## src/hdl/d64ems_pkg.sv

```systemverilog
// Package for the disk image error map scanner.
// Holds the error byte codes, finding codes, zone geometry and the decode helpers.
// No dependencies; imported by the core and its checker.
package d64ems_pkg;

    localparam int unsigned MAX_TRACKS = 42;

    localparam int unsigned BLOCK_W  = 10;
    localparam int unsigned TRACK_W  = 6;
    localparam int unsigned SECTOR_W = 5;
    localparam int unsigned BYTE_W   = 8;
    localparam int unsigned CODE_W   = 3;

    localparam logic [BLOCK_W-1:0]  BLOCK_INDEX_MAX   = 10'd1023;
    localparam logic [BLOCK_W-1:0]  DISK_BLOCKS_RESET = 10'd683;
    localparam logic [TRACK_W-1:0]  TRACK_FIRST       = 6'd1;
    localparam logic [TRACK_W-1:0]  TRACK_LAST        = 6'(MAX_TRACKS);

    // Error map byte values that produce a finding
    localparam logic [BYTE_W-1:0] BYTE_NO_HEADER   = 8'h02;
    localparam logic [BYTE_W-1:0] BYTE_NO_SYNC     = 8'h03;
    localparam logic [BYTE_W-1:0] BYTE_NO_DATA     = 8'h04;
    localparam logic [BYTE_W-1:0] BYTE_DATA_SUM    = 8'h05;
    localparam logic [BYTE_W-1:0] BYTE_HEADER_SUM  = 8'h09;
    localparam logic [BYTE_W-1:0] BYTE_ID_MISMATCH = 8'h0B;

    typedef enum logic [CODE_W-1:0] {
        FIND_NO_HEADER   = 3'd0,
        FIND_NO_SYNC     = 3'd1,
        FIND_NO_DATA     = 3'd2,
        FIND_DATA_SUM    = 3'd3,
        FIND_HEADER_FLT  = 3'd4
    } finding_t;

    typedef struct packed {
        logic     hit;
        finding_t code;
    } class_t;

    // Speed zones: 21, 19, 18 and 17 sectors per track
    function automatic logic [SECTOR_W-1:0] sectors_on_track(input logic [TRACK_W-1:0] trk);
        logic [SECTOR_W-1:0] n;
        if (trk <= 6'd17) begin
            n = 5'd21;
        end else if (trk <= 6'd24) begin
            n = 5'd19;
        end else if (trk <= 6'd30) begin
            n = 5'd18;
        end else begin
            n = 5'd17;
        end
        return n;
    endfunction

    function automatic class_t classify(input logic [BYTE_W-1:0] b);
        class_t c;
        c.hit  = 1'b1;
        c.code = FIND_NO_HEADER;
        unique case (b) inside
            BYTE_NO_HEADER:   c.code = FIND_NO_HEADER;
            BYTE_NO_SYNC:     c.code = FIND_NO_SYNC;
            BYTE_NO_DATA:     c.code = FIND_NO_DATA;
            BYTE_DATA_SUM:    c.code = FIND_DATA_SUM;
            BYTE_HEADER_SUM,
            BYTE_ID_MISMATCH: c.code = FIND_HEADER_FLT;
            default:          c.hit  = 1'b0;
        endcase
        return c;
    endfunction

endpackage

```

## src/hdl/d64_error_map_scanner_core.sv

```systemverilog
// Error map scanner core: walks block/track/sector and reports faulty blocks.
// Depends on d64ems_pkg for codes, zone geometry and the byte decoder.
//
// Usage:
//   Input channel (s_valid/s_ready): one error map byte per request, in
//   block order. Raise s_start_of_map with the byte of block zero to restart
//   the track and sector count at track 1, sector 0.
//   Result channel (m_valid/m_ready): one request per faulty block, carrying
//   the finding code, track, sector and the raw byte. OK bytes, write-side
//   errors, unknown bytes, blocks at or past disk_blocks and blocks past the
//   last track give no request.
//   Configuration: cfg_wr_en writes cfg_wr_data into disk_blocks at once.
//   Write it only while no request is in flight.
// Timing:
//   One input request per cycle while s_ready is high. A finding appears
//   on the result port in the cycle after its byte is taken. The counters
//   and the decoder sit between the input handshake and the single result
//   register, so throughput is one byte per cycle as long as it drains.
// Reset and stall:
//   Synchronous active-low reset clears the result valid flag, sets
//   disk_blocks to 683 and the position to block 0, track 1, sector 0.
//   While a result waits and m_ready is low, s_ready drops; a byte that
//   yields no finding is still taken only when the result register can load.
module d64_error_map_scanner_core (
    input  logic                              aclk,
    input  logic                              aresetn,
    input  logic                              cfg_wr_en,
    input  logic [d64ems_pkg::BLOCK_W-1:0]    cfg_wr_data,
    input  logic                              s_valid,
    output logic                              s_ready,
    input  logic [d64ems_pkg::BYTE_W-1:0]     s_error_byte,
    input  logic                              s_start_of_map,
    output logic                              m_valid,
    input  logic                              m_ready,
    output logic [d64ems_pkg::CODE_W-1:0]     m_finding_code,
    output logic [d64ems_pkg::TRACK_W-1:0]    m_track,
    output logic [d64ems_pkg::SECTOR_W-1:0]   m_sector,
    output logic [d64ems_pkg::BYTE_W-1:0]     m_raw_error
);
    import d64ems_pkg::*;

    // Configuration and position state
    logic [BLOCK_W-1:0]  disk_blocks_reg;
    logic [BLOCK_W-1:0]  block_index_reg,  block_index_next;
    logic [TRACK_W-1:0]  track_reg,        track_next;
    logic [SECTOR_W-1:0] sector_reg,       sector_next;

    // Result register
    logic                m_valid_reg,      m_valid_next;
    finding_t            code_reg;
    logic [TRACK_W-1:0]  m_track_reg;
    logic [SECTOR_W-1:0] m_sector_reg;
    logic [BYTE_W-1:0]   raw_reg;

    logic                accept;
    logic                load;
    logic [BLOCK_W-1:0]  idx_eff;
    logic [TRACK_W-1:0]  trk_eff;
    logic [SECTOR_W-1:0] sec_eff;
    logic [SECTOR_W-1:0] sec_inc;
    class_t              cls;
    logic                hit;

    // Take a new byte whenever the result register is empty or being drained
    assign load    = !m_valid_reg || m_ready;
    assign s_ready = load;
    assign accept  = s_valid && s_ready;

    always_comb begin
        // Start flag restarts the count before the byte is judged
        idx_eff = s_start_of_map ? '0          : block_index_reg;
        trk_eff = s_start_of_map ? TRACK_FIRST : track_reg;
        sec_eff = s_start_of_map ? '0          : sector_reg;

        cls = classify(s_error_byte);
        hit = cls.hit && (idx_eff < disk_blocks_reg)
            && (trk_eff >= TRACK_FIRST) && (trk_eff <= TRACK_LAST);

        // Saturate the block index
        block_index_next = (idx_eff < BLOCK_INDEX_MAX) ? idx_eff + 10'd1 : idx_eff;

        // Advance sector and track; hold once past the last track
        sec_inc     = sec_eff + 5'd1;
        track_next  = trk_eff;
        sector_next = sec_eff;
        if (trk_eff <= TRACK_LAST) begin
            if (sec_inc >= sectors_on_track(trk_eff)) begin
                sector_next = '0;
                track_next  = trk_eff + 6'd1;
            end else begin
                sector_next = sec_inc;
            end
        end

        m_valid_next = m_valid_reg;
        if (load) begin
            m_valid_next = accept && hit;
        end
    end

    always_ff @(posedge aclk) begin
        if (!aresetn) begin
            disk_blocks_reg <= DISK_BLOCKS_RESET;
            block_index_reg <= '0;
            track_reg       <= TRACK_FIRST;
            sector_reg      <= '0;
            m_valid_reg     <= 1'b0;
        end else begin
            if (cfg_wr_en) begin
                disk_blocks_reg <= cfg_wr_data;
            end
            if (accept) begin
                block_index_reg <= block_index_next;
                track_reg       <= track_next;
                sector_reg      <= sector_next;
            end
            m_valid_reg <= m_valid_next;
        end
    end

    // Payload: load with the finding, hold while stalled
    always_ff @(posedge aclk) begin
        if (accept && hit) begin
            code_reg     <= cls.code;
            m_track_reg  <= trk_eff;
            m_sector_reg <= sec_eff;
            raw_reg      <= s_error_byte;
        end
    end

    assign m_valid        = m_valid_reg;
    assign m_finding_code = code_reg;
    assign m_track        = m_track_reg;
    assign m_sector       = m_sector_reg;
    assign m_raw_error    = raw_reg;

endmodule

```

## config.mk

```make
export PLATFORM = sky130hd
export DESIGN_NAME = d64_error_map_scanner_core
export DESIGN_NICKNAME = d
export VERILOG_FILES = /design/src/hdl/d64ems_pkg.sv /design/src/hdl/d64_error_map_scanner_core.sv
export SDC_FILE = /design/constraint.sdc
export NUM_CORES = 1
export LEC_CHECK = 0
export BUFFER_PORTS_ARGS = -buffer_cell sky130_fd_sc_hd__buf_2
export CAP_MARGIN = 20
export CORE_MARGIN = 3
export CORE_UTILIZATION = 55
export DETAILED_ROUTE_END_ITERATION = 8
export HOLD_SLACK_MARGIN = 0.1
export MAX_ROUTING_LAYER = met4
export PLACE_DENSITY_LB_ADDON = 0.2
export SLEW_MARGIN = 15
export SYNTH_ARGS = -nofsm -noshare
export SYNTH_HDL_FRONTEND = slang
export SYNTH_SLANG_ARGS = --single-unit
```

## constraint.sdc

```tcl
create_clock -name aclk -period 6.8 [get_ports aclk]
set_input_delay 0 -clock aclk [delete_from_list [all_inputs] [get_ports aclk]]
set_output_delay 0 -clock aclk [all_outputs]
set_load 0.05 [all_outputs]
```

==> flow_summary.yaml <==
outcome:
  status: "finished clean"
worst_hold_path:
  hold-path-cell-count: 3
  hold_path_class: "primary input to flop"
  min_from: "cfg_wr_en"
  min_to: "disk_blocks_reg[4]$_SDFFE_PN0P_"
synthesis:
  syn_inst: 295
  yosys_register_bits: 54
  synth_edf_count: 22
  yosysWarningCount: 0
  synth.cell_area_sq_um: 2820
  synthSimpleGateAreaFrac: 0.246
  synth_xor_area_frac: 0.0218
  ys_seq_area_frac: 0.462
  avgSynthCellArea_sq_um: 9.55
  synth_top_family_by_area: "simple AND/OR/NAND/NOR gates"
  synth_nets: 337
  yosysUniqueCellTypes: 52
  synthAdderAreaFrac: 0.0799
  synth_compound_area_frac: 0.112
  muxShareOfSynthArea: 0.0355
  async_flop_share: 0
  synthFlopType: "dfxtp_1"
power:
  p_int_w: 0.000481
  switchingPower_w: 0.000147
  p_clk_frac: 0.361
  leakagePower_nw: 1.39
  switching_share: 0.234
  power_frac_seq: 0.547
  p_per_area_nw_per_um2: 179
  vdd_ir_drop_max_mv: 0.0876
  comb_power_share: 0.093
clock_tree:
  post_cts_buffers: 0
  clock_path_buffers: 2
  cts_resized: 0
  cts_tree: "built"
  clk_pin_slew_ns: 0.11
  ctsHoldBuffers: 30
  root_buffer: "clkbuf_8"
  cts_made_buffers: 5
  numClockSinks: 54
  htreeDepth: 2
  clk_latency_ns: 0.32
worst_setup_path:
  reg2reg_slack_ns: 3.13
  crit_top_cell: "ha_1"
  path_cells: "nor2b_1 > inv_1 > ha_1 > o21ai_0 > a21oi_1 > nor2_1 > nand3b_1 > ha_1 > a21o_1 > a211oi_2 > nor3b_1 > o31ai_1 > dlygate4sd3_1"
  r2r_end: "track_reg[0]$_SDFFE_PN1P_"
  cp_max_fo: 11
  endpoint_kind: "flop"
  timing.rr.start: "track_reg[1]$_SDFFE_PN0P_"
  worst-r2r-cell-count: 13
  cp_slowest_stage_delay_ns: 0.59
  start_kind: "flop"
  crit_type: "flop to flop"
  cp.required_ns: 7.07
  crit_slowest_cell: "a211oi_2"
  cp.arrival_ns: 3.94
floorplan:
  initial_core_util: 0.581
  die_width_um: 77.6
  io-pin-count: 48
  fp.dieArea_sq_um: 6020
  rows: 25
  die_h_um: 77.6
  core_sq_um: 4850
place:
  gp_congestion: 0.863
  hpwlAfterDp_um: 3980
  io_buffer_count: 47
  dpl_cell_area_sq_um: 3090
sta:
  rsz0062_at_grt: "no"
  fin_worst_skew_ns: 0.0109
  hold_viol_final: 0
  setup_tns_ns: 0
  setup_viol: 0
  min_period_ns: 3.67
  fin_crit_sh: 0.540
  fmax_ghz: 0.272
  slew_violations: 0
  maxSlewHeadroom: 0.569
  worstMarginPinSlew_ns: 0.645
flow_run:
  max_cap_viol_count: 0
grt:
  grt_pass1_vias: 2232
  grt_max_degree: 32
  grt_pass1_wl_um: 10200
  grt_use_total: 0.217
  overflow: 0
  grt_antenna_before_repair: 0
routing:
  drt-total-wl_um: 6100
  vias: 2325
  routedWlPerCell_um: 14.0
  drc: 0
  ant_nets: 0
  drt_iter0_markers: 131
  first_pass_iters: 4
  via_per_inst: 5.36
layout:
  drive_above_1_share: 0.169
  final_area_sq_um: 3510
  diodes: 0
  fillers: 345
  nNetsFinal: 408
  areaGrowthSynthToFinish_pct: 24.6
-- final cells by class --
type / count / area [sq um] / share of cell area
Multi-Input combinational cell: 211 / 1410 / 0.400
Inverter: 16 / 60.1 / 0.0171
Sequential cell: 54 / 1300 / 0.371
Tap cell: 67 / 83.8 / 0.0239
Clock buffer: 5 / 68.8 / 0.0196
Clock inverter: 3 / 48.8 / 0.0139
Timing Repair Buffer: 78 / 543 / 0.155
-- power by group through the flow --
stage                     Sequential (W)  Clock (W)  Combinational (W)
after floorplan                 0.000353          0          0.0000270
after global placement          0.000351          0          0.0000430
after detailed placement        0.000351          0          0.0000440
after CTS                       0.000344   0.000229          0.0000575
after global routing            0.000344   0.000246          0.0000650
final                           0.000344   0.000227          0.0000584
-- worst max-delay path by stage --
| stage | start | endpoint | depth (start not counted) |
|---|---|---|---|
| CTS | track_reg[1]$_SDFFE_PN0P_ | track_reg[0]$_SDFFE_PN1P_ | 13 |
| detailed placement | track_reg[1]$_SDFFE_PN0P_ | sector_reg[0]$_SDFFE_PN0P_ | 12 |
| global placement | track_reg[1]$_SDFFE_PN0P_ | track_reg[3]$_SDFFE_PN0P_ | 12 |
| floorplan | track_reg[1]$_SDFFE_PN0P_ | m_finding_code[0]$_DFFE_PP_ | 7 |
| finish | track_reg[1]$_SDFFE_PN0P_ | track_reg[0]$_SDFFE_PN1P_ | 13 |
| global route | track_reg[1]$_SDFFE_PN0P_ | track_reg[0]$_SDFFE_PN1P_ | 13 |
-- per-layer routing --
layer,share of wire,global-route usage,up-vias
met3,0.036,0.0394,10
met2,0.51,0.370,50
met4,0.015,0.0730,0
met5,0,-,-
met1,0.44,0.259,1076
li1,-,-,1189
-- kinds of logic after synthesis --
logic type	count (synthesis)
flip-flops	54
adder cells (fa/ha/maj)	18
AO/OA/AOI/OAI	46
buffers and inverters	30
multiplexers	10
AND/OR/NAND/NOR	130
XOR/XNOR	7
-- synthesized netlist by cell type (2+ instances only) --
cell type	n	area (sq um)
nand2b_1	3	18.8
o31ai_1	2	15.0
nand4b_1	3	26.3
nor3_1	6	30.0
a31oi_1	3	18.8
nand3_1	15	75.1
nor2b_1	23	144
a21oi_1	13	65.1
dfxtp_1	32	641
or3_1	2	12.5
nand4_1	4	25.0
xnor2_1	4	35.0
clkbuf_1	11	41.3
nor2_1	17	63.8
mux2i_1	10	100
o211ai_1	7	52.6
nand2_1	34	128
nor4_1	5	31.3
xor2_1	3	26.3
and3_1	2	12.5
ha_1	18	225
nor3b_1	2	15.0
inv_1	15	56.3
a211oi_1	2	15.0
a21o_1	4	30.0
edfxtp_1	22	661
o21ai_0	6	30.0
and2_1	3	18.8
-- worst max-delay path: cells and delay by family, from the launching register on --
kind                       cells  cell delay [ns]
buffers and inverters          2             0.71
DFF                            1             0.40
adders and majority gates      2             0.50
and+or+nand+nor                4             0.79
AOI/OAI and AO/OA              5             1.24
-- cells in the final DEF (no fill, tap or decap), drive strengths merged, types with 2 or more instances in the layout --
master | netlist | routed
nand4b | 3 | 3
nand4 | 4 | 4
nor2 | 17 | 17
dfxtp | 32 | 32
ha | 18 | 18
nor3 | 6 | 6
edfxtp | 22 | 22
o211ai | 7 | 7
nand2 | 34 | 34
nor3b | 2 | 2
o31ai | 2 | 2
a21o | 4 | 4
dlygate4sd3 | 0 | 30
clkbuf | 11 | 5
mux2i | 10 | 10
and3 | 2 | 2
or3 | 2 | 2
nor2b | 23 | 23
o21ai | 6 | 6
nand2b | 3 | 3
a211oi | 2 | 2
buf | 3 | 48
nor4 | 6 | 6
a21oi | 13 | 13
or2 | 3 | 3
nand3 | 15 | 15
xor2 | 3 | 3
and2 | 3 | 3
xnor2 | 4 | 4
a31oi | 3 | 3
inv | 15 | 16
-- through the flow --
step	cells	worst slack (ns)	hold slack (ns)	util	total power [W]
after global placement	396	3.48	0.194	0.637	0.000394
final	434	3.13	0.143	0.724	0.000629
after CTS	434	2.81	0.137	0.723	0.000630
after detailed placement	396	3.35	0.200	0.637	0.000395
after floorplan	295	2.47	0.0989	-	0.000380
after global routing	434	2.84	0.173	0.724	0.000655
(Power assumes the default switching activity.)
